[config.mk]
export PLATFORM = sky130hd
export DESIGN_NAME = text_console_teletype_flat
export DESIGN_NICKNAME = d
export VERILOG_FILES = /design/src/tct_pkg.sv /design/src/tct_if.sv /design/src/tct_front.sv /design/src/tct_queue.sv /design/src/tct_back.sv /design/src/text_console_teletype.sv /design/src/flat_wrapper.sv
export SDC_FILE = /design/constraint.sdc
export NUM_CORES = 1
export LEC_CHECK = 0
export ABC_CLOCK_PERIOD_IN_PS = 21600
export BUFFER_PORTS_ARGS = -buffer_cell sky130_fd_sc_hd__buf_2
export CORE_ASPECT_RATIO = 1.25
export CORE_UTILIZATION = 50
export DETAILED_ROUTE_END_ITERATION = 16
export PLACE_DENSITY = 0.75
export SLEW_MARGIN = 20
export SYNTH_ARGS = -nofsm -noshare
export SYNTH_HDL_FRONTEND = slang
export SYNTH_SLANG_ARGS = --single-unit
[constraint.sdc]
create_clock -name clk -period 21.6 [get_ports clk]
set_clock_uncertainty 0.2 [all_clocks]
set_input_delay 1.08 -clock clk [delete_from_list [all_inputs] [get_ports clk]]
set_output_delay 1.08 -clock clk [all_outputs]
set_load 0.1 [all_outputs]
[src/tct_pkg.sv]
// Shared constants, types and helpers of the teletype text console.
package tct_pkg;

  localparam int SCREEN_COLUMNS = 80;
  localparam int SCREEN_ROWS    = 25;
  localparam int MEMORY_CELLS   = 8192;

  localparam int AW       = 13;
  localparam int CW       = 14;
  localparam int COLW     = $clog2(SCREEN_COLUMNS + 1);
  localparam int ROWW     = $clog2(SCREEN_ROWS);
  localparam int SCR      = SCREEN_COLUMNS * SCREEN_ROWS;
  localparam int KEEP     = SCR - SCREEN_COLUMNS;
  localparam int MAXRES   = 5;
  localparam int KW       = 3;
  localparam int QDEPTH   = 2;

  localparam logic [7:0] ATTR_RESET = 8'h07;
  localparam logic [7:0] BLANK_CHAR = 8'h20;

  localparam logic [7:0] CH_NUL = 8'h00;
  localparam logic [7:0] CH_BEL = 8'h07;
  localparam logic [7:0] CH_BS  = 8'h08;
  localparam logic [7:0] CH_HT  = 8'h09;
  localparam logic [7:0] CH_LF  = 8'h0A;
  localparam logic [7:0] CH_VT  = 8'h0B;
  localparam logic [7:0] CH_FF  = 8'h0C;
  localparam logic [7:0] CH_CR  = 8'h0D;
  localparam logic [7:0] CH_DEL = 8'h7F;

  typedef enum logic [2:0] {
    ACT_WRITE  = 3'd0,
    ACT_FILL   = 3'd1,
    ACT_COPY   = 3'd2,
    ACT_START  = 3'd3,
    ACT_CURSOR = 3'd4
  } action_t;

  typedef struct packed {
    action_t         action;
    logic [AW-1:0]   cell_address;
    logic [AW-1:0]   source_address;
    logic [CW-1:0]   cell_count;
    logic [15:0]     cell_value;
  } res_t;

  typedef struct packed {
    res_t [MAXRES-1:0] res;
    logic [KW-1:0]     count;
  } bundle_t;

  function automatic res_t mk_res(action_t act, logic [AW-1:0] addr,
                                  logic [AW-1:0] src, logic [CW-1:0] cnt,
                                  logic [15:0] val);
    res_t r;
    r.action         = act;
    r.cell_address   = addr;
    r.source_address = src;
    r.cell_count     = cnt;
    r.cell_value     = val;
    return r;
  endfunction

endpackage

[src/tct_if.sv]
// Handshake channels for input items and result items.
interface tct_item_if;
  logic       valid;
  logic       ready;
  logic       command;
  logic [7:0] char_code;
  logic       end_of_buffer;

  modport source(output valid, command, char_code, end_of_buffer, input ready);
  modport sink(input valid, command, char_code, end_of_buffer, output ready);
endinterface

interface tct_result_if;
  logic        valid;
  logic        ready;
  logic [2:0]  action;
  logic [12:0] cell_address;
  logic [12:0] source_address;
  logic [13:0] cell_count;
  logic [15:0] cell_value;
  logic        last_result;

  modport source(output valid, action, cell_address, source_address, cell_count,
                 cell_value, last_result, input ready);
  modport sink(input valid, action, cell_address, source_address, cell_count,
               cell_value, last_result, output ready);
endinterface

[src/tct_front.sv]
// Front end: accepts items, tracks cursor and screen state, builds result bundles.
module tct_front (
  input  logic                 clk,
  input  logic                 rst,
  tct_item_if.sink             items,
  input  logic [7:0]           attr,
  input  logic                 q_full,
  output logic                 push,
  output tct_pkg::bundle_t     bundle
);

  logic [tct_pkg::AW-1:0]   start, start_next;
  logic [tct_pkg::AW-1:0]   cursor, cursor_next;
  logic [tct_pkg::COLW-1:0] col, col_next;
  logic [tct_pkg::ROWW-1:0] row, row_next;
  logic                     fire;
  logic [15:0]              blank;
  logic                     printable;
  logic                     do_lf;
  logic [tct_pkg::AW-1:0]   lf_cell;
  logic [tct_pkg::AW+1:0]   scroll_end;
  logic                     scroll_fwd;

  assign fire       = items.valid && items.ready;
  assign items.ready = !q_full;
  assign blank      = {attr, tct_pkg::BLANK_CHAR};
  assign scroll_end = {2'b00, start} + (tct_pkg::AW+2)'(tct_pkg::SCR + tct_pkg::SCREEN_COLUMNS);
  assign scroll_fwd = scroll_end < (tct_pkg::AW+2)'(tct_pkg::MEMORY_CELLS);

  always_comb begin
    printable = 1'b1;
    unique case (items.char_code)
      tct_pkg::CH_NUL, tct_pkg::CH_BEL, tct_pkg::CH_HT, tct_pkg::CH_VT,
      tct_pkg::CH_BS, tct_pkg::CH_LF, tct_pkg::CH_FF, tct_pkg::CH_CR,
      tct_pkg::CH_DEL: printable = 1'b0;
      default: printable = 1'b1;
    endcase
  end

  always_comb begin
    logic [tct_pkg::KW-1:0] k;
    logic                   wrap;
    k           = '0;
    bundle      = '0;
    start_next  = start;
    cursor_next = cursor;
    col_next    = col;
    row_next    = row;
    wrap        = col >= tct_pkg::COLW'(tct_pkg::SCREEN_COLUMNS);
    do_lf       = 1'b0;
    lf_cell     = cursor;
    if (items.command) begin
      start_next  = '0;
      cursor_next = '0;
      col_next    = '0;
      row_next    = '0;
      bundle.res[0] = tct_pkg::mk_res(tct_pkg::ACT_CURSOR, '0, '0, '0, '0);
      bundle.res[1] = tct_pkg::mk_res(tct_pkg::ACT_START, '0, '0, '0, '0);
      bundle.res[2] = tct_pkg::mk_res(tct_pkg::ACT_FILL, '0, '0,
                                      tct_pkg::CW'(tct_pkg::MEMORY_CELLS), blank);
      k = tct_pkg::KW'(3);
    end else begin
      // Optional wrap to the next line ahead of a printable byte.
      if (printable && wrap) begin
        col_next = col - tct_pkg::COLW'(tct_pkg::SCREEN_COLUMNS);
        lf_cell  = cursor - tct_pkg::AW'(tct_pkg::SCREEN_COLUMNS);
        do_lf    = 1'b1;
      end
      if (items.char_code == tct_pkg::CH_LF || items.char_code == tct_pkg::CH_FF) begin
        do_lf = 1'b1;
      end
      if (do_lf) begin
        if (row < tct_pkg::ROWW'(tct_pkg::SCREEN_ROWS - 1)) begin
          row_next    = row + 1'b1;
          cursor_next = lf_cell + tct_pkg::AW'(tct_pkg::SCREEN_COLUMNS);
        end else if (scroll_fwd) begin
          bundle.res[k] = tct_pkg::mk_res(tct_pkg::ACT_FILL,
                                          start + tct_pkg::AW'(tct_pkg::SCR), '0,
                                          tct_pkg::CW'(tct_pkg::SCREEN_COLUMNS), blank);
          k = k + 1'b1;
          start_next  = start + tct_pkg::AW'(tct_pkg::SCREEN_COLUMNS);
          cursor_next = lf_cell + tct_pkg::AW'(tct_pkg::SCREEN_COLUMNS);
          bundle.res[k] = tct_pkg::mk_res(tct_pkg::ACT_START, start_next, '0, '0, '0);
          k = k + 1'b1;
        end else begin
          bundle.res[k] = tct_pkg::mk_res(tct_pkg::ACT_COPY, '0,
                                          start + tct_pkg::AW'(tct_pkg::SCREEN_COLUMNS),
                                          tct_pkg::CW'(tct_pkg::KEEP), '0);
          k = k + 1'b1;
          bundle.res[k] = tct_pkg::mk_res(tct_pkg::ACT_FILL, tct_pkg::AW'(tct_pkg::KEEP),
                                          '0, tct_pkg::CW'(tct_pkg::SCREEN_COLUMNS), blank);
          k = k + 1'b1;
          start_next  = '0;
          cursor_next = lf_cell - start;
          bundle.res[k] = tct_pkg::mk_res(tct_pkg::ACT_START, '0, '0, '0, '0);
          k = k + 1'b1;
        end
      end
      unique case (items.char_code)
        tct_pkg::CH_NUL, tct_pkg::CH_BEL, tct_pkg::CH_HT, tct_pkg::CH_VT,
        tct_pkg::CH_FF: begin
        end
        tct_pkg::CH_BS: begin
          if (col != '0) begin
            col_next    = col - 1'b1;
            cursor_next = cursor - 1'b1;
            bundle.res[k] = tct_pkg::mk_res(tct_pkg::ACT_FILL, cursor_next, '0,
                                            tct_pkg::CW'(1), blank);
            k = k + 1'b1;
          end
        end
        tct_pkg::CH_LF: begin
          cursor_next = cursor_next - tct_pkg::AW'(col);
          col_next    = '0;
        end
        tct_pkg::CH_CR: begin
          cursor_next = cursor - tct_pkg::AW'(col);
          col_next    = '0;
        end
        tct_pkg::CH_DEL: begin
          bundle.res[k] = tct_pkg::mk_res(tct_pkg::ACT_FILL, cursor, '0,
                                          tct_pkg::CW'(1), blank);
          k = k + 1'b1;
        end
        default: begin
          if (!wrap) begin
            cursor_next = cursor;
          end
          bundle.res[k] = tct_pkg::mk_res(tct_pkg::ACT_WRITE, cursor_next, '0,
                                          tct_pkg::CW'(1), {attr, items.char_code});
          k = k + 1'b1;
          cursor_next = cursor_next + 1'b1;
          col_next    = col_next + 1'b1;
        end
      endcase
      if (items.end_of_buffer) begin
        bundle.res[k] = tct_pkg::mk_res(tct_pkg::ACT_CURSOR, cursor_next, '0, '0, '0);
        k = k + 1'b1;
      end
    end
    bundle.count = k;
  end

  assign push = fire && (bundle.count != '0);

  always_ff @(posedge clk) begin
    if (rst) begin
      start  <= '0;
      cursor <= '0;
      col    <= '0;
      row    <= '0;
    end else if (fire) begin
      start  <= start_next;
      cursor <= cursor_next;
      col    <= col_next;
      row    <= row_next;
    end
  end

`ifndef SYNTH
  a_col_range: assert property (@(posedge clk) disable iff (rst)
    col <= tct_pkg::COLW'(tct_pkg::SCREEN_COLUMNS))
    else $error("column beyond pending wrap position");
  a_row_range: assert property (@(posedge clk) disable iff (rst)
    row < tct_pkg::ROWW'(tct_pkg::SCREEN_ROWS))
    else $error("row beyond last screen row");
`endif

endmodule

[src/tct_queue.sv]
// Short queue of result bundles between the front end and the back end.
module tct_queue (
  input  logic             clk,
  input  logic             rst,
  input  logic             push,
  input  tct_pkg::bundle_t push_data,
  output logic             full,
  input  logic             pop,
  output logic             not_empty,
  output tct_pkg::bundle_t head
);

  localparam int PW = $clog2(tct_pkg::QDEPTH);

  tct_pkg::bundle_t mem [tct_pkg::QDEPTH];
  logic [PW-1:0]    wr_ptr;
  logic [PW-1:0]    rd_ptr;
  logic [PW:0]      fill;

  assign full      = fill == (PW+1)'(tct_pkg::QDEPTH);
  assign not_empty = fill != '0;
  assign head      = mem[rd_ptr];

  always_ff @(posedge clk) begin
    if (push) begin
      mem[wr_ptr] <= push_data;
    end
  end

  always_ff @(posedge clk) begin
    if (rst) begin
      wr_ptr <= '0;
      rd_ptr <= '0;
      fill   <= '0;
    end else begin
      if (push) begin
        wr_ptr <= wr_ptr + 1'b1;
      end
      if (pop) begin
        rd_ptr <= rd_ptr + 1'b1;
      end
      fill <= fill + (PW+1)'(push) - (PW+1)'(pop);
    end
  end

`ifndef SYNTH
  a_no_overflow: assert property (@(posedge clk) disable iff (rst)
    full |-> !push)
    else $error("push into a full queue");
  a_no_underflow: assert property (@(posedge clk) disable iff (rst)
    !not_empty |-> !pop)
    else $error("pop from an empty queue");
`endif

endmodule

[src/tct_back.sv]
// Back end: holds one result bundle and sends its results one per cycle while the output is ready.
module tct_back (
  input  logic             clk,
  input  logic             rst,
  input  logic             q_not_empty,
  input  tct_pkg::bundle_t q_head,
  output logic             pop,
  tct_result_if.source     results
);

  tct_pkg::bundle_t       cur;
  logic                   cur_valid;
  logic [tct_pkg::KW-1:0] idx;
  logic                   last;
  logic                   out_fire;
  tct_pkg::res_t          r;

  assign r        = cur.res[idx];
  assign last     = idx == (cur.count - 1'b1);
  assign out_fire = results.valid && results.ready;
  assign pop      = q_not_empty && (!cur_valid || (out_fire && last));

  assign results.valid          = cur_valid;
  assign results.action         = r.action;
  assign results.cell_address   = r.cell_address;
  assign results.source_address = r.source_address;
  assign results.cell_count     = r.cell_count;
  assign results.cell_value     = r.cell_value;
  assign results.last_result    = last;

  always_ff @(posedge clk) begin
    if (pop) begin
      cur <= q_head;
    end
  end

  always_ff @(posedge clk) begin
    if (rst) begin
      cur_valid <= 1'b0;
      idx       <= '0;
    end else if (pop) begin
      cur_valid <= 1'b1;
      idx       <= '0;
    end else if (out_fire) begin
      if (last) begin
        cur_valid <= 1'b0;
        idx       <= '0;
      end else begin
        idx <= idx + 1'b1;
      end
    end
  end

`ifndef SYNTH
  a_idx_in_bundle: assert property (@(posedge clk) disable iff (rst)
    cur_valid |-> (idx < cur.count))
    else $error("result index past the bundle length");
`endif

endmodule

[src/text_console_teletype.sv]
// Top level of the teletype text console.
// An item's bundle is queued, then loaded into the idle back end that offers its results.
// Items are accepted back to back while the two-entry bundle queue has room.
// Results leave one per cycle while the output is ready; clear gives three results and a
// scroll up to five, and the output sets the sustained rate.
// Synchronous reset homes the cursor, zeroes the start, sets attribute 7, empties the queue.
module text_console_teletype (
  input  logic         clk,
  input  logic         rst,
  input  logic         cfg_write_en,
  input  logic [7:0]   cfg_write_data,
  tct_item_if.sink     items,
  tct_result_if.source results
);

  logic [7:0]       attr;
  logic             push;
  logic             q_full;
  logic             pop;
  logic             q_not_empty;
  tct_pkg::bundle_t push_data;
  tct_pkg::bundle_t q_head;

  always_ff @(posedge clk) begin
    if (rst) begin
      attr <= tct_pkg::ATTR_RESET;
    end else if (cfg_write_en) begin
      attr <= cfg_write_data;
    end
  end

  tct_front u_front (
    .clk    (clk),
    .rst    (rst),
    .items  (items),
    .attr   (attr),
    .q_full (q_full),
    .push   (push),
    .bundle (push_data)
  );

  tct_queue u_queue (
    .clk       (clk),
    .rst       (rst),
    .push      (push),
    .push_data (push_data),
    .full      (q_full),
    .pop       (pop),
    .not_empty (q_not_empty),
    .head      (q_head)
  );

  tct_back u_back (
    .clk         (clk),
    .rst         (rst),
    .q_not_empty (q_not_empty),
    .q_head      (q_head),
    .pop         (pop),
    .results     (results)
  );

endmodule

[src/flat_wrapper.sv]
// flat-port wrapper written by rule: the top's interface ports become plain ports
module text_console_teletype_flat 
  (clk, rst, cfg_write_en, cfg_write_data, items_valid, items_command, items_char_code, items_end_of_buffer, items_ready, results_valid, results_action, results_cell_address, results_source_address, results_cell_count, results_cell_value, results_last_result, results_ready);
  tct_item_if items_i ();
  tct_result_if results_i ();
  input  logic clk;
  input  logic rst;
  input  logic cfg_write_en;
  input  logic [7:0] cfg_write_data;
  input wire logic [$bits(items_i.valid)-1:0] items_valid;
  input wire logic [$bits(items_i.command)-1:0] items_command;
  input wire logic [$bits(items_i.char_code)-1:0] items_char_code;
  input wire logic [$bits(items_i.end_of_buffer)-1:0] items_end_of_buffer;
  output wire logic [$bits(items_i.ready)-1:0] items_ready;
  output wire logic [$bits(results_i.valid)-1:0] results_valid;
  output wire logic [$bits(results_i.action)-1:0] results_action;
  output wire logic [$bits(results_i.cell_address)-1:0] results_cell_address;
  output wire logic [$bits(results_i.source_address)-1:0] results_source_address;
  output wire logic [$bits(results_i.cell_count)-1:0] results_cell_count;
  output wire logic [$bits(results_i.cell_value)-1:0] results_cell_value;
  output wire logic [$bits(results_i.last_result)-1:0] results_last_result;
  input wire logic [$bits(results_i.ready)-1:0] results_ready;
  assign items_i.valid = items_valid;
  assign items_i.command = items_command;
  assign items_i.char_code = items_char_code;
  assign items_i.end_of_buffer = items_end_of_buffer;
  assign items_ready = items_i.ready;
  assign results_valid = results_i.valid;
  assign results_action = results_i.action;
  assign results_cell_address = results_i.cell_address;
  assign results_source_address = results_i.source_address;
  assign results_cell_count = results_i.cell_count;
  assign results_cell_value = results_i.cell_value;
  assign results_last_result = results_i.last_result;
  assign results_i.ready = results_ready;
  text_console_teletype u_core (.clk(clk), .rst(rst), .cfg_write_en(cfg_write_en), .cfg_write_data(cfg_write_data), .items(items_i), .results(results_i));
endmodule
==> impl_metrics.prom, run 1 <==
# TYPE chip_impl_metric gauge
chip_impl_metric{name="cts-root-to-sink-buffers",unit=""} 3
chip_impl_metric{name="wl_met1",unit="um"} 25200
chip_impl_metric{name="synth_seq_cells",unit=""} 533
chip_impl_metric{name="gp_congestion",unit=""} 0.962
chip_impl_info{name="most-common-layout-cells",value="sky130_fd_sc_hd__edfxtp_1 (483), sky130_fd_sc_hd__nor2_1 (218), sky130_fd_sc_hd__mux2_2 (178)"} 1
chip_impl_metric{name="ys_types",unit=""} 101
chip_impl_metric{name="track_usage",unit=""} 0.255
chip_impl_metric{name="total_count_of_hold_check_failures_in_the_final_report",unit=""} 0
chip_impl_metric{name="post_route_drc_violation_count",unit=""} 0
chip_impl_metric{name="chipHeight",unit="um"} 256
chip_impl_metric{name="power_density",unit="nW/um2"} 118
chip_impl_info{name="hold_path.class",value="reg2reg"} 1
chip_impl_metric{name="detailedPlace.worstSlack",unit="ns"} 13.08
chip_impl_metric{name="postLayoutCoreUtil",unit=""} 0.560
chip_impl_metric{name="relSlewSlack",unit=""} 0.275
chip_impl_metric{name="floorplan.core_area",unit="um2"} 50800
chip_impl_info{name="rsz0062_at_grt",value="no"} 1
chip_impl_metric{name="grt_pass1_wl",unit="um"} 101000
chip_impl_metric{name="multi_input_comb_area",unit="um2"} 9610
chip_impl_metric{name="fin_crit",unit="ns"} 7.76
chip_impl_metric{name="max_cap_violations",unit=""} 0
chip_impl_metric{name="number_of_global_route_vias_before_repair",unit=""} 17107
chip_impl_metric{name="vias_per_cell",unit=""} 6.18
chip_impl_metric{name="grt_antenna_before_repair",unit=""} 0
chip_impl_metric{name="fp.dieW",unit="um"} 205
chip_impl_metric{name="cts_setup_buffers",unit=""} 0
chip_impl_metric{name="synth.yosys.seq_area_share",unit=""} 0.599
chip_impl_metric{name="worst_setup_hold_path_clk_slew",unit="ns"} 0.06
chip_impl_metric{name="antenna-diode-count",unit=""} 0
chip_impl_metric{name="detailroute.via_count",unit=""} 17222
chip_impl_metric{name="met3RoutedLength",unit="um"} 4390
chip_impl_metric{name="whs",unit="ns"} 0.311
chip_impl_info{name="cp-start-kind",value="input pin"} 1
chip_impl_metric{name="regToRegSetupSlack",unit="ns"} 14.18
chip_impl_metric{name="routed_wl",unit="um"} 67400
chip_impl_info{name="yosys_most_used_dff",value="sky130_fd_sc_hd__edfxtp_1"} 1
chip_impl_metric{name="synthesis.instances",unit=""} 2056
chip_impl_metric{name="routed-wl-met2",unit="um"} 34200
chip_impl_metric{name="final_max_slew_viol_count",unit=""} 0
chip_impl_metric{name="h_tree_levels",unit=""} 2
chip_impl_metric{name="length_of_the_first_detailed_routing_pass_in_iterations",unit=""} 7
chip_impl_metric{name="timing_limited_maximum_frequency",unit="MHz"} 129
chip_impl_metric{name="timing.critical_path.fanout_max",unit=""} 81
chip_impl_metric{name="drtIter0Drc",unit=""} 1812
chip_impl_metric{name="floorplan.initialDensity",unit=""} 0.510
chip_impl_metric{name="holdBufCountCts",unit=""} 0
chip_impl_metric{name="clk_latency",unit="ns"} 0.60
chip_impl_metric{name="required",unit="ns"} 21.61
chip_impl_metric{name="dieArea",unit="um2"} 52700
chip_impl_metric{name="final.period_utilization",unit=""} 0.359
chip_impl_metric{name="nFillCells",unit=""} 3984
chip_impl_metric{name="post_dp_cell_area",unit="um2"} 26800
chip_impl_metric{name="timing.reg2reg.worst_path_depth",unit=""} 16
chip_impl_metric{name="ctsResizeCount",unit=""} 0
chip_impl_metric{name="wire_per_inst",unit="um"} 24.2
chip_impl_metric{name="number_of_buffer_cells_added_on_primary_ports",unit=""} 78
chip_impl_info{name="endpoint_of_the_worst_register_to_register_path",value="u_core.u_queue.mem[1][226]$_DFFE_PP_"} 1
chip_impl_metric{name="postSynthAreaPerCell",unit="um2"} 12.6
chip_impl_metric{name="netlist.area_leader.share",unit=""} 0.561
chip_impl_metric{name="tightestPinTransition",unit="ns"} 1.08
chip_impl_metric{name="tritoncts_buffer_count",unit=""} 52
chip_impl_metric{name="top_level_ports",unit=""} 85
chip_impl_info{name="netlist_top_cells_area",value="sky130_fd_sc_hd__edfxtp_1 (56%), sky130_fd_sc_hd__mux2_2 (7.7%), sky130_fd_sc_hd__dfxtp_1 (3.9%)"} 1
chip_impl_metric{name="pin_count_of_the_biggest_net_entering_global_routing",unit=""} 82
chip_impl_metric{name="finalNetCount",unit=""} 2151
chip_impl_info{name="worstSetupEndpointType",value="register"} 1
chip_impl_metric{name="gr-total-overflow",unit=""} 0
chip_impl_metric{name="clkSinkCount",unit=""} 533
chip_impl_metric{name="drt.antenna.violating_nets",unit=""} 0
chip_impl_info{name="r2r-start",value="u_core.u_front.col[4]$_SDFFE_PP0P_"} 1
chip_impl_info{name="cts_root_buffer",value="sky130_fd_sc_hd__clkbuf_16"} 1
chip_impl_metric{name="dp_hpwl",unit="um"} 45900
chip_impl_info{name="status",value="finished, final reports clean"} 1
chip_impl_info{name="critical_path_class",value="in2reg"} 1
chip_impl_info{name="routed.top_layer",value="met4"} 1
chip_impl_metric{name="cell_area_after_synthesis",unit="um2"} 25900
chip_impl_info{name="cts_tree",value="built"} 1
chip_impl_metric{name="layout-drive-gt1-share",unit=""} 0.203
chip_impl_metric{name="synth_async_sr_flop_share",unit=""} 0
chip_impl_info{name="netlist.top_cell.by_area",value="sky130_fd_sc_hd__edfxtp_1"} 1
chip_impl_metric{name="area_of_all_placed_cells_without_fillers",unit="um2"} 28400
chip_impl_metric{name="finalSetupTns",unit="ns"} 0
chip_impl_metric{name="worst-endpoint-arrival",unit="ns"} 7.77
chip_impl_metric{name="layout-area-overhead-vs-synth",unit="%"} 9.80
chip_impl_metric{name="setup_slack",unit="ns"} 13.84
chip_impl_metric{name="finalSetupViolCount",unit=""} 0
chip_impl_info{name="worst_setup_path_startpoint",value="items_char_code[1]"} 1
chip_impl_info{name="critical_path.endpoint",value="u_core.u_queue.mem[1][226]$_DFFE_PP_"} 1
chip_impl_metric{name="p_leak",unit="nW"} 9.62
chip_impl_metric{name="rows",unit=""} 92
chip_impl_info{name="layout.cells.most_common",value="sky130_fd_sc_hd__edfxtp_1"} 1
chip_impl_metric{name="irDropWorstVdd",unit="uV"} 90.1
chip_impl_metric{name="ys_warn_count",unit=""} 0
chip_impl_metric{name="synth-edff-count",unit=""} 483
chip_impl_metric{name="ff_latch_area",unit="um2"} 15500
logic make-up after synthesis:
| group | Yosys count | share of synthesized area |
|---|---|---|
| simple gates | 591 | 0.114 |
| buf+inv | 198 | 0.0323 |
| fa+ha+maj | 40 | 0.0196 |
| other cells | 2 | 0.000290 |
| compound gates | 412 | 0.111 |
| mux | 211 | 0.0990 |
| xor+xnor | 69 | 0.0242 |
| flops | 533 | 0.599 |
per-stage QoR:
stage	std cells	total power, mW
floorplan	2064	2.36
global placement	2692	2.49
detailed placement	2692	2.51
CTS	2786	3.37
global route	2786	3.46
finish	2786	3.34
how the worst min path moves through the flow:
stage                                       start                            endpoint  depth (start not counted)  slack, ns
2_1_floorplan  u_core.u_front.row[1]$_SDFFE_PP0P_  u_core.u_front.row[1]$_SDFFE_PP0P_                          2       0.27
3_3_place_gp   u_core.u_front.row[1]$_SDFFE_PP0P_  u_core.u_front.row[1]$_SDFFE_PP0P_                          2       0.28
3_5_place_dp   u_core.u_front.row[1]$_SDFFE_PP0P_  u_core.u_front.row[1]$_SDFFE_PP0P_                          2       0.29
4_1_cts        u_core.u_front.row[1]$_SDFFE_PP0P_  u_core.u_front.row[1]$_SDFFE_PP0P_                          2       0.30
5_1_grt        u_core.u_front.row[1]$_SDFFE_PP0P_  u_core.u_front.row[1]$_SDFFE_PP0P_                          2       0.34
6_report       u_core.u_front.row[1]$_SDFFE_PP0P_  u_core.u_front.row[1]$_SDFFE_PP0P_                          2       0.31
worst max-delay path, cell delays in order:
cell and delay, ns:
sky130_fd_sc_hd__buf_2 0.21, sky130_fd_sc_hd__and2b_1 0.26, sky130_fd_sc_hd__o41a_1 0.64, sky130_fd_sc_hd__o31ai_1 0.33, sky130_fd_sc_hd__buf_4 0.24, sky130_fd_sc_hd__nand3_1 0.65
sky130_fd_sc_hd__inv_1 0.67, sky130_fd_sc_hd__ha_1 0.63, sky130_fd_sc_hd__nand2_1 0.13, sky130_fd_sc_hd__xnor2_1 0.16, sky130_fd_sc_hd__nor2_1 0.19, sky130_fd_sc_hd__o41ai_2 0.19
sky130_fd_sc_hd__nor2_4 0.84, sky130_fd_sc_hd__buf_4 0.67, sky130_fd_sc_hd__buf_6 0.66
state kept, by name, summed over array words and instances, names as in the netlist, 2 cells and up:
signal	flops
u_core.u_queue.mem	322
u_core.u_back.cur	161
u_core.u_front.cursor	13
u_core.u_front.start	9
u_core.attr	8
u_core.u_front.col	7
u_core.u_front.row	5
u_core.u_back.idx	3
u_core.u_queue.fill	2
where the power goes:
group / total, mW / internal [mW] / switching [mW]
Sequential: 1.50 / 1.43 / 0.0723
Clock: 0.858 / 0.476 / 0.383
Combinational: 0.987 / 0.274 / 0.713
layout make-up:
class,count,share of cell area
timing repair buffer,115,0.0238
clock inverter,29,0.00775
sequential,533,0.546
inverter,53,0.00700
multi-input combinational,1333,0.338
clock buffer,65,0.0483
tap,658,0.0290
Yosys cell counts (all sizes together) (18+ instances only):
| cell | count |
|---|---|
| edfxtp | 483 |
| nor2 | 221 |
| mux2 | 178 |
| clkbuf | 105 |
| nand2 | 102 |
| a21oi | 92 |
| o21ai | 76 |
| and2 | 74 |
| a22oi | 53 |
| inv | 53 |
| dfxtp | 50 |
| xnor2 | 48 |
| nand3 | 41 |
| buf | 40 |
| nor3 | 40 |
| o22ai | 40 |
| ha | 39 |
| xor2 | 20 |
| mux4 | 18 |
per-layer routing:
metal | track usage | up-vias
li1 | - | 7778
met1 | 0.307 | 8466
met2 | 0.442 | 771
met3 | 0.0380 | 207
met4 | 0.132 | 0
met5 | 0 | -
(Power assumes the default switching activity.)
==> inputs of run 2 (changes only) <==
--- a/config.mk
+++ b/config.mk
@@ -5,12 +5,13 @@
 export SDC_FILE = /design/constraint.sdc
 export NUM_CORES = 1
 export LEC_CHECK = 0
-export ABC_CLOCK_PERIOD_IN_PS = 21600
+export ABC_AREA = 1
+export ABC_CLOCK_PERIOD_IN_PS = 6600
 export BUFFER_PORTS_ARGS = -buffer_cell sky130_fd_sc_hd__buf_2
 export CORE_ASPECT_RATIO = 1.25
 export CORE_UTILIZATION = 50
 export DETAILED_ROUTE_END_ITERATION = 16
-export PLACE_DENSITY = 0.75
+export PLACE_DENSITY = 0.78
 export SLEW_MARGIN = 20
 export SYNTH_ARGS = -nofsm -noshare
 export SYNTH_HDL_FRONTEND = slang
==> constraint.sdc (replaced) <==
create_clock -name clk -period 6.6 [get_ports clk]
set_clock_uncertainty 0.2 [all_clocks]
set_input_delay 0.33 -clock clk [delete_from_list [all_inputs] [get_ports clk]]
set_output_delay 0.33 -clock clk [all_outputs]
set_load 0.1 [all_outputs]
==> impl_metrics.prom, run 2 <==
# TYPE chip_impl_metric gauge
chip_impl_metric{name="globalRouteMet1Util",unit=""} 0.339
chip_impl_metric{name="timing.critical_path.fanout_max",unit=""} 14
chip_impl_metric{name="clkSinkCount",unit=""} 533
chip_impl_metric{name="synth_seq_cells",unit=""} 533
chip_impl_info{name="critical_path_class",value="reg2reg"} 1
chip_impl_metric{name="finalSetupViolCount",unit=""} 0
chip_impl_metric{name="largest_reg_flops",unit=""} 322
chip_impl_info{name="r2r-start",value="u_core.u_front.col[4]$_SDFFE_PP0P_"} 1
chip_impl_metric{name="number_of_buffer_cells_added_on_primary_ports",unit=""} 78
chip_impl_metric{name="power_density",unit="nW/um2"} 408
chip_impl_info{name="synth.top_cells.by_count",value="sky130_fd_sc_hd__nand2_1 (804), sky130_fd_sc_hd__edfxtp_1 (483), sky130_fd_sc_hd__nor2_1 (269), sky130_fd_sc_hd__inv_1 (187), sky130_fd_sc_hd__o21ai_0 (165)"} 1
chip_impl_metric{name="drt.antenna.violating_nets",unit=""} 0
chip_impl_metric{name="clk_latency",unit="ns"} 0.62
chip_impl_metric{name="drtIter0Drc",unit=""} 1856
chip_impl_metric{name="ys_types",unit=""} 64
chip_impl_info{name="cts_tree",value="built"} 1
chip_impl_metric{name="cell_area_after_synthesis",unit="um2"} 25600
chip_impl_metric{name="irDropWorstVdd",unit="uV"} 382
chip_impl_metric{name="grt_pass1_wl",unit="um"} 111000
chip_impl_metric{name="wire_per_inst",unit="um"} 21.7
chip_impl_metric{name="postSynthAreaPerCell",unit="um2"} 9.60
chip_impl_info{name="netlist_top_cells_area",value="sky130_fd_sc_hd__edfxtp_1 (57%), sky130_fd_sc_hd__nand2_1 (12%), sky130_fd_sc_hd__nor2_1 (3.9%)"} 1
chip_impl_metric{name="tritoncts_buffer_count",unit=""} 50
chip_impl_metric{name="routed_wl",unit="um"} 74300
chip_impl_metric{name="synth-edff-count",unit=""} 483
chip_impl_metric{name="h_tree_levels",unit=""} 2
chip_impl_metric{name="layout-drive-gt1-share",unit=""} 0.102
chip_impl_info{name="cts_root_buffer",value="sky130_fd_sc_hd__clkbuf_16"} 1
chip_impl_metric{name="p_leak",unit="nW"} 11.4
chip_impl_metric{name="dp_hpwl",unit="um"} 51200
chip_impl_info{name="hold_path.class",value="in2reg"} 1
chip_impl_metric{name="netlist.area_leader.share",unit=""} 0.567
chip_impl_info{name="most-common-layout-cells",value="sky130_fd_sc_hd__nand2_1 (804), sky130_fd_sc_hd__edfxtp_1 (483), sky130_fd_sc_hd__nor2_1 (264)"} 1
chip_impl_info{name="endpoint_of_the_worst_register_to_register_path",value="u_core.u_queue.fill[1]$_SDFF_PP0_"} 1
chip_impl_metric{name="final_max_slew_viol_count",unit=""} 0
chip_impl_metric{name="synthesis.instances",unit=""} 2667
chip_impl_metric{name="design_power_total",unit="mW"} 11.6
chip_impl_metric{name="required",unit="ns"} 6.94
chip_impl_metric{name="floorplan.initialDensity",unit=""} 0.506
chip_impl_metric{name="synth_async_sr_flop_share",unit=""} 0
chip_impl_metric{name="length_of_the_first_detailed_routing_pass_in_iterations",unit=""} 6
chip_impl_metric{name="layout-area-overhead-vs-synth",unit="%"} 11.1
chip_impl_metric{name="tightestPinTransition",unit="ns"} 1.09
chip_impl_metric{name="whs",unit="ns"} 0.0388
chip_impl_metric{name="timing.reg2reg.worst_path_depth",unit=""} 25
chip_impl_info{name="yosys.cell_count.top_type",value="sky130_fd_sc_hd__nand2_1"} 1
chip_impl_info{name="critical_path.endpoint",value="u_core.u_queue.fill[1]$_SDFF_PP0_"} 1
chip_impl_metric{name="rows",unit=""} 92
chip_impl_metric{name="max_cap_violations",unit=""} 0
chip_impl_metric{name="vias_per_cell",unit=""} 5.76
chip_impl_metric{name="synth.yosys.seq_area_share",unit=""} 0.606
chip_impl_metric{name="worst_setup_hold_path_clk_slew",unit="ns"} 0.06
chip_impl_info{name="layout.cells.most_common",value="sky130_fd_sc_hd__nand2_1"} 1
chip_impl_metric{name="ctsResizeCount",unit=""} 0
chip_impl_metric{name="finalNetCount",unit=""} 2793
chip_impl_info{name="yosys_most_used_dff",value="sky130_fd_sc_hd__edfxtp_1"} 1
chip_impl_metric{name="postLayoutCoreUtil",unit=""} 0.563
chip_impl_metric{name="relSlewSlack",unit=""} 0.273
chip_impl_metric{name="grtUsageMet2",unit=""} 0.491
chip_impl_info{name="worst_setup_path_startpoint",value="u_core.u_front.col[4]$_SDFFE_PP0P_"} 1
chip_impl_metric{name="ys_warn_count",unit=""} 0
chip_impl_metric{name="fp.dieW",unit="um"} 204
chip_impl_info{name="cp-start-kind",value="register"} 1
chip_impl_metric{name="regToRegSetupSlack",unit="ns"} 1.28
chip_impl_metric{name="grt_antenna_before_repair",unit=""} 1
chip_impl_metric{name="chipHeight",unit="um"} 255
chip_impl_metric{name="gr-total-overflow",unit=""} 0
chip_impl_info{name="worstSetupEndpointType",value="register"} 1
chip_impl_metric{name="groute.layer.met3.usage",unit=""} 0.0411
chip_impl_info{name="top_reg_by_flops",value="u_core.u_queue.mem"} 1
chip_impl_metric{name="gp_congestion",unit=""} 1.02
chip_impl_metric{name="setup_slack",unit="ns"} 1.28
chip_impl_metric{name="top_level_ports",unit=""} 85
chip_impl_metric{name="floorplan.core_area",unit="um2"} 50500
chip_impl_metric{name="fin_crit",unit="ns"} 5.32
chip_impl_metric{name="pin_count_of_the_biggest_net_entering_global_routing",unit=""} 105
chip_impl_info{name="hold_path.startpoint",value="items_end_of_buffer"} 1
chip_impl_metric{name="detailedPlace.worstSlack",unit="ns"} 1.31
chip_impl_metric{name="holdBufCountCts",unit=""} 20
chip_impl_metric{name="worst-endpoint-arrival",unit="ns"} 5.66
chip_impl_metric{name="total_count_of_hold_check_failures_in_the_final_report",unit=""} 0
chip_impl_info{name="globalRoute.busiestLayer",value="met2"} 1
chip_impl_info{name="rsz0062_at_grt",value="no"} 1
chip_impl_info{name="top_regs",value="u_core.u_queue.mem (322), u_core.u_back.cur (161), u_core.u_front.cursor (13)"} 1
chip_impl_metric{name="detailroute.via_count",unit=""} 19751
chip_impl_metric{name="timing_limited_maximum_frequency",unit="MHz"} 188
chip_impl_metric{name="number_of_global_route_vias_before_repair",unit=""} 19264
chip_impl_metric{name="track_usage",unit=""} 0.285
chip_impl_metric{name="post_route_drc_violation_count",unit=""} 0
chip_impl_metric{name="cts-root-to-sink-buffers",unit=""} 3
chip_impl_metric{name="final.period_utilization",unit=""} 0.806
chip_impl_metric{name="dieArea",unit="um2"} 52100
chip_impl_info{name="status",value="finished, final reports clean"} 1
chip_impl_metric{name="cts_setup_buffers",unit=""} 0
chip_impl_info{name="netlist.top_cell.by_area",value="sky130_fd_sc_hd__edfxtp_1"} 1
[run 2: power by group]
| group | total [mW] | leakage (nW) | internal, mW | switching (mW) |
|---|---|---|---|---|
| Combinational | 3.76 | 5.57 | 0.650 | 3.11 |
| Sequential | 5.00 | 5.04 | 4.75 | 0.241 |
| Clock | 2.86 | 0.785 | 1.57 | 1.29 |
[run 2: area by class of cell]
| type | instances | area (um2) |
|---|---|---|
| fillers | 4233 | 22100 |
| flip-flops and latches | 533 | 15500 |
| multi-input cells | 1798 | 8770 |
| clock buffers | 59 | 1280 |
| repair buffers | 126 | 871 |
| inverters | 221 | 843 |
| well taps | 658 | 823 |
| clock inverters | 31 | 343 |
| diodes | 1 | 2.50 |
[run 2: per-stage QoR]
stage / setup TNS, ns / cell area, um2 / cells
after floorplan: -250.65 / 25600 / 2675
after global placement: 0 / 26600 / 3316
after detailed placement: 0 / 26600 / 3316
after CTS: 0 / 28400 / 3426
after global routing: 0 / 28400 / 3427
final: 0 / 28400 / 3427
[run 2: worst min path at each step]
stage / to / cells after the start / slack (ns)
after global placement: u_core.u_front.row[4]$_SDFFE_PP0P_ / 2 / 0.24
final: u_core.u_queue.mem[0][2]$_DFFE_PP_ / 3 / 0.04
after global routing: u_core.u_queue.mem[1][2]$_DFFE_PP_ / 3 / 0.03
after floorplan: u_core.u_queue.mem[0][150]$_DFFE_PP_ / 0 / 0.23
after CTS: u_core.u_queue.mem[1][2]$_DFFE_PP_ / 3 / 0.0002
after detailed placement: u_core.u_front.row[4]$_SDFFE_PP0P_ / 2 / 0.24
[run 2: critical path, cell delays in order, from the launching register on]
cell and delay, ns:
sky130_fd_sc_hd__dfxtp_1 0.47, sky130_fd_sc_hd__ha_1 0.19, sky130_fd_sc_hd__nand2_1 0.05, sky130_fd_sc_hd__inv_1 0.05, sky130_fd_sc_hd__nand3_1 0.05, sky130_fd_sc_hd__nand2_1 0.07
sky130_fd_sc_hd__buf_4 0.20, sky130_fd_sc_hd__nand2_1 0.09, sky130_fd_sc_hd__inv_2 0.14, sky130_fd_sc_hd__nand3_4 0.21, sky130_fd_sc_hd__nand2_4 0.28, sky130_fd_sc_hd__inv_4 0.16
sky130_fd_sc_hd__nor2_4 0.24, sky130_fd_sc_hd__ha_1 0.29, sky130_fd_sc_hd__o21ai_2 0.25, sky130_fd_sc_hd__ha_1 0.28, sky130_fd_sc_hd__a21oi_1 0.14, sky130_fd_sc_hd__o21ai_0 0.17
sky130_fd_sc_hd__or3_1 0.43, sky130_fd_sc_hd__nand2_1 0.23, sky130_fd_sc_hd__ha_1 0.29, sky130_fd_sc_hd__inv_1 0.09, sky130_fd_sc_hd__ha_1 0.18, sky130_fd_sc_hd__xor2_1 0.20
sky130_fd_sc_hd__o21ai_0 0.11, sky130_fd_sc_hd__a21oi_1 0.15
[run 2: layer usage]
| metal | vias to the layer above | routed length, um | part of all wire |
|---|---|---|---|
| li1 | 9197 | - | - |
| met1 | 9528 | 28200 | 0.38 |
| met2 | 839 | 37000 | 0.50 |
| met3 | 187 | 4890 | 0.066 |
| met4 | 0 | 4250 | 0.057 |
| met5 | - | 0 | 0 |
[run 2: logic make-up (layout without fill, tap and decap cells)]
group,count (synthesis),in the layout,synth area share
buffers and inverters,344,437,0.0541
flip-flops,533,533,0.606
other,2,11,0.000293
AND/OR/NAND/NOR,1272,1272,0.205
XOR/XNOR,35,35,0.0120
AO/OA/AOI/OAI,441,441,0.103
adder cells (fa/ha/maj),40,40,0.0198
==> inputs of run 3 (changes only) <==
--- a/config.mk
+++ b/config.mk
@@ -5,8 +5,8 @@
 export SDC_FILE = /design/constraint.sdc
 export NUM_CORES = 1
 export LEC_CHECK = 0
-export ABC_AREA = 1
-export ABC_CLOCK_PERIOD_IN_PS = 6600
+export ABC_AREA = 0
+export ABC_CLOCK_PERIOD_IN_PS = 4800
 export BUFFER_PORTS_ARGS = -buffer_cell sky130_fd_sc_hd__buf_2
 export CORE_ASPECT_RATIO = 1.25
 export CORE_UTILIZATION = 50
==> constraint.sdc (replaced) <==
create_clock -name clk -period 4.8 [get_ports clk]
set_clock_uncertainty 0.2 [all_clocks]
set_input_delay 0.24 -clock clk [delete_from_list [all_inputs] [get_ports clk]]
set_output_delay 0.24 -clock clk [all_outputs]
set_load 0.1 [all_outputs]
==> impl_metrics.prom, run 3 (synthesized netlist as in run 1, its figures left out) <==
# TYPE chip_impl_metric gauge
chip_impl_metric{name="finalSetupTns",unit="ns"} -5.87
chip_impl_info{name="status",value="complete, but fails checks"} 1
chip_impl_info{name="most-common-layout-cells",value="sky130_fd_sc_hd__edfxtp_1 (483), sky130_fd_sc_hd__buf_4 (242), sky130_fd_sc_hd__nor2_1 (213)"} 1
chip_impl_metric{name="floorplan.core_area",unit="um2"} 50800
chip_impl_info{name="top_reg_by_flops",value="u_core.u_queue.mem"} 1
chip_impl_metric{name="floorplan.initialDensity",unit=""} 0.510
chip_impl_metric{name="max_cap_violations",unit=""} 0
chip_impl_metric{name="detailedPlace.worstSlack",unit="ns"} -0.436
chip_impl_metric{name="final_max_slew_viol_count",unit=""} 0
chip_impl_metric{name="pin_count_of_the_biggest_net_entering_global_routing",unit=""} 74
chip_impl_metric{name="p_leak",unit="nW"} 11.1
chip_impl_metric{name="detailroute.via_count",unit=""} 18628
chip_impl_metric{name="grt_pass1_wl",unit="um"} 113000
chip_impl_metric{name="number_of_buffer_cells_added_on_primary_ports",unit=""} 78
chip_impl_info{name="hold_path.class",value="in2reg"} 1
chip_impl_metric{name="post_route_drc_violation_count",unit=""} 0
chip_impl_metric{name="h_tree_levels",unit=""} 2
chip_impl_metric{name="tightestPinTransition",unit="ns"} 1.08
chip_impl_metric{name="postLayoutCoreUtil",unit=""} 0.616
chip_impl_metric{name="irDropWorstVdd",unit="uV"} 367
chip_impl_metric{name="clk_latency",unit="ns"} 0.60
chip_impl_metric{name="dp_hpwl",unit="um"} 53300
chip_impl_metric{name="drt.antenna.violating_nets",unit=""} 0
chip_impl_metric{name="gr-total-overflow",unit=""} 0
chip_impl_info{name="rsz0062_at_grt",value="yes"} 1
chip_impl_metric{name="dieArea",unit="um2"} 52700
chip_impl_info{name="critical_path_class",value="reg2reg"} 1
chip_impl_metric{name="gp_congestion",unit=""} 0.978
chip_impl_metric{name="timing.critical_path.fanout_max",unit=""} 6
chip_impl_metric{name="top_level_ports",unit=""} 85
chip_impl_info{name="layout.cells.most_common",value="sky130_fd_sc_hd__edfxtp_1"} 1
chip_impl_metric{name="finalNetCount",unit=""} 2403
chip_impl_metric{name="vias_per_cell",unit=""} 6.13
chip_impl_metric{name="drtIter0Drc",unit=""} 1791
chip_impl_metric{name="finalSetupViolCount",unit=""} 60
chip_impl_metric{name="clkSinkCount",unit=""} 533
chip_impl_metric{name="total_count_of_hold_check_failures_in_the_final_report",unit=""} 0
chip_impl_metric{name="power_density",unit="nW/um2"} 492
chip_impl_metric{name="track_usage",unit=""} 0.288
chip_impl_metric{name="fp.dieW",unit="um"} 205
chip_impl_metric{name="grt_antenna_before_repair",unit=""} 0
chip_impl_metric{name="largest_reg_flops",unit=""} 322
chip_impl_info{name="cts_tree",value="built"} 1
chip_impl_info{name="cp-start-kind",value="register"} 1
chip_impl_metric{name="chipHeight",unit="um"} 256
chip_impl_metric{name="length_of_the_first_detailed_routing_pass_in_iterations",unit=""} 6
chip_impl_metric{name="routed_wl",unit="um"} 75800
chip_impl_metric{name="number_of_global_route_vias_before_repair",unit=""} 19065
chip_impl_metric{name="required",unit="ns"} 4.90
chip_impl_metric{name="placed_cells",unit=""} 2893
chip_impl_metric{name="antenna-diode-count",unit=""} 0
chip_impl_metric{name="tritoncts_buffer_count",unit=""} 51
chip_impl_info{name="violations",value="negative setup slack"} 1
chip_impl_info{name="worstSetupEndpointType",value="register"} 1
chip_impl_metric{name="setup_slack",unit="ns"} -0.200
chip_impl_info{name="cts_root_buffer",value="sky130_fd_sc_hd__clkbuf_16"} 1
chip_impl_metric{name="layout-area-overhead-vs-synth",unit="%"} 20.9
chip_impl_metric{name="fin_crit",unit="ns"} 5.00
chip_impl_metric{name="worst-endpoint-arrival",unit="ns"} 5.10
chip_impl_metric{name="cts-root-to-sink-buffers",unit=""} 3
chip_impl_metric{name="timing_limited_maximum_frequency",unit="MHz"} 200
chip_impl_info{name="top_regs",value="u_core.u_queue.mem (322), u_core.u_back.cur (161), u_core.u_front.cursor (13)"} 1
chip_impl_metric{name="final_cell_count_no_fill",unit=""} 3040
chip_impl_metric{name="layout-drive-gt1-share",unit=""} 0.323
chip_impl_metric{name="rows",unit=""} 92
chip_impl_metric{name="final.period_utilization",unit=""} 1.04
chip_impl_metric{name="relSlewSlack",unit=""} 0.281
chip_impl_metric{name="whs",unit="ns"} 0.0509
chip_impl_metric{name="wire_per_inst",unit="um"} 24.9
chip_impl_metric{name="worst_setup_hold_path_clk_slew",unit="ns"} 0.06
## run 3: changes by cell type in the layout (fill, tap and decap cells not counted), moves of 51 or more
cell and delta:
sky130_fd_sc_hd__and2_1 +71, sky130_fd_sc_hd__buf_4 +221, sky130_fd_sc_hd__inv_1 -136, sky130_fd_sc_hd__mux2_2 +177, sky130_fd_sc_hd__nand2_1 -705, sky130_fd_sc_hd__nor2_1 -51
sky130_fd_sc_hd__o21ai_0 -110
## run 3: worst max-delay path: stages, from the launching register on
cell	delay, ns
sky130_fd_sc_hd__dfxtp_4	0.35
sky130_fd_sc_hd__inv_4	0.06
sky130_fd_sc_hd__ha_4	0.12
sky130_fd_sc_hd__nor4bb_4	0.38
sky130_fd_sc_hd__buf_4	0.18
sky130_fd_sc_hd__o31a_4	0.18
sky130_fd_sc_hd__and3_4	0.24
sky130_fd_sc_hd__xnor2_4	0.14
sky130_fd_sc_hd__ha_4	0.23
sky130_fd_sc_hd__a21o_1	0.17
sky130_fd_sc_hd__or3_4	0.39
sky130_fd_sc_hd__a211oi_4	0.32
sky130_fd_sc_hd__a2111oi_2	0.06
sky130_fd_sc_hd__mux2_4	0.30
sky130_fd_sc_hd__a221oi_4	0.28
sky130_fd_sc_hd__buf_6	0.17
sky130_fd_sc_hd__nor4b_4	0.04
sky130_fd_sc_hd__xor2_1	0.14
sky130_fd_sc_hd__a222oi_1	0.32
sky130_fd_sc_hd__buf_4	0.19
sky130_fd_sc_hd__buf_4	0.13
sky130_fd_sc_hd__a311oi_2	0.11
## run 3: cell type report
cell class / instances / area [um2]
Fill cell: 3781 / 19500
Inverter: 53 / 206
Tap cell: 658 / 823
Clock buffer: 61 / 1340
Timing Repair Buffer: 368 / 2900
Clock inverter: 34 / 246
Multi-Input combinational cell: 1333 / 10200
Sequential cell: 533 / 15500
## run 3: per-layer routing
metal  up-vias  global-route usage  part of all wire
met3       270              0.0381             0.062
li1       8303                   -                 -
met2       875               0.500              0.51
met5         -                   0                 0
met4         0               0.173             0.066
met1      9180               0.339              0.36
## run 3: what timing repair did
| item | in CTS | in global routing |
|---|---|---|
| setup buffers | 23 | 9 |
| hold buffers | 20 | 0 |
| hold endpoints to repair | 35 | 0 |
| resized for setup | 76 | 37 |
| setup endpoints to repair | 90 | 86 |
| pin swaps | 40 | 20 |
## run 3: path summary, 6_finish.rpt
check | from | endpoint | slack [ns] | cells past startpoint
setup reg to reg | u_core.u_front.col[0]$_SDFFE_PP0P_ | u_core.u_queue.mem[0][55]$_DFFE_PP_ | -0.20 | 21
hold / removal | items_valid | u_core.u_front.col[6]$_SDFFE_PP0P_ | 0.05 | 5
hold reg to reg | u_core.u_front.row[1]$_SDFFE_PP0P_ | u_core.u_front.row[1]$_SDFFE_PP0P_ | 0.31 | 2
setup / recovery | u_core.u_front.col[0]$_SDFFE_PP0P_ | u_core.u_queue.mem[0][55]$_DFFE_PP_ | -0.20 | 21
## run 3: where the power goes
| group | total (mW) | internal [mW] | switching, mW |
|---|---|---|---|
| combinational | 4.76 | 1.47 | 3.28 |
| clock | 3.85 | 2.11 | 1.74 |
| sequential | 6.78 | 6.40 | 0.387 |
| total | 15.4 | 9.98 | 5.41 |
## run 3: through the flow
stage | instance area [um2] | total power, mW
after floorplan | 26100 | 10.5
after detailed placement | 28700 | 11.6
after CTS | 31000 | 15.4
final | 31300 | 15.4
after global placement | 28700 | 11.4
after global routing | 31300 | 15.9
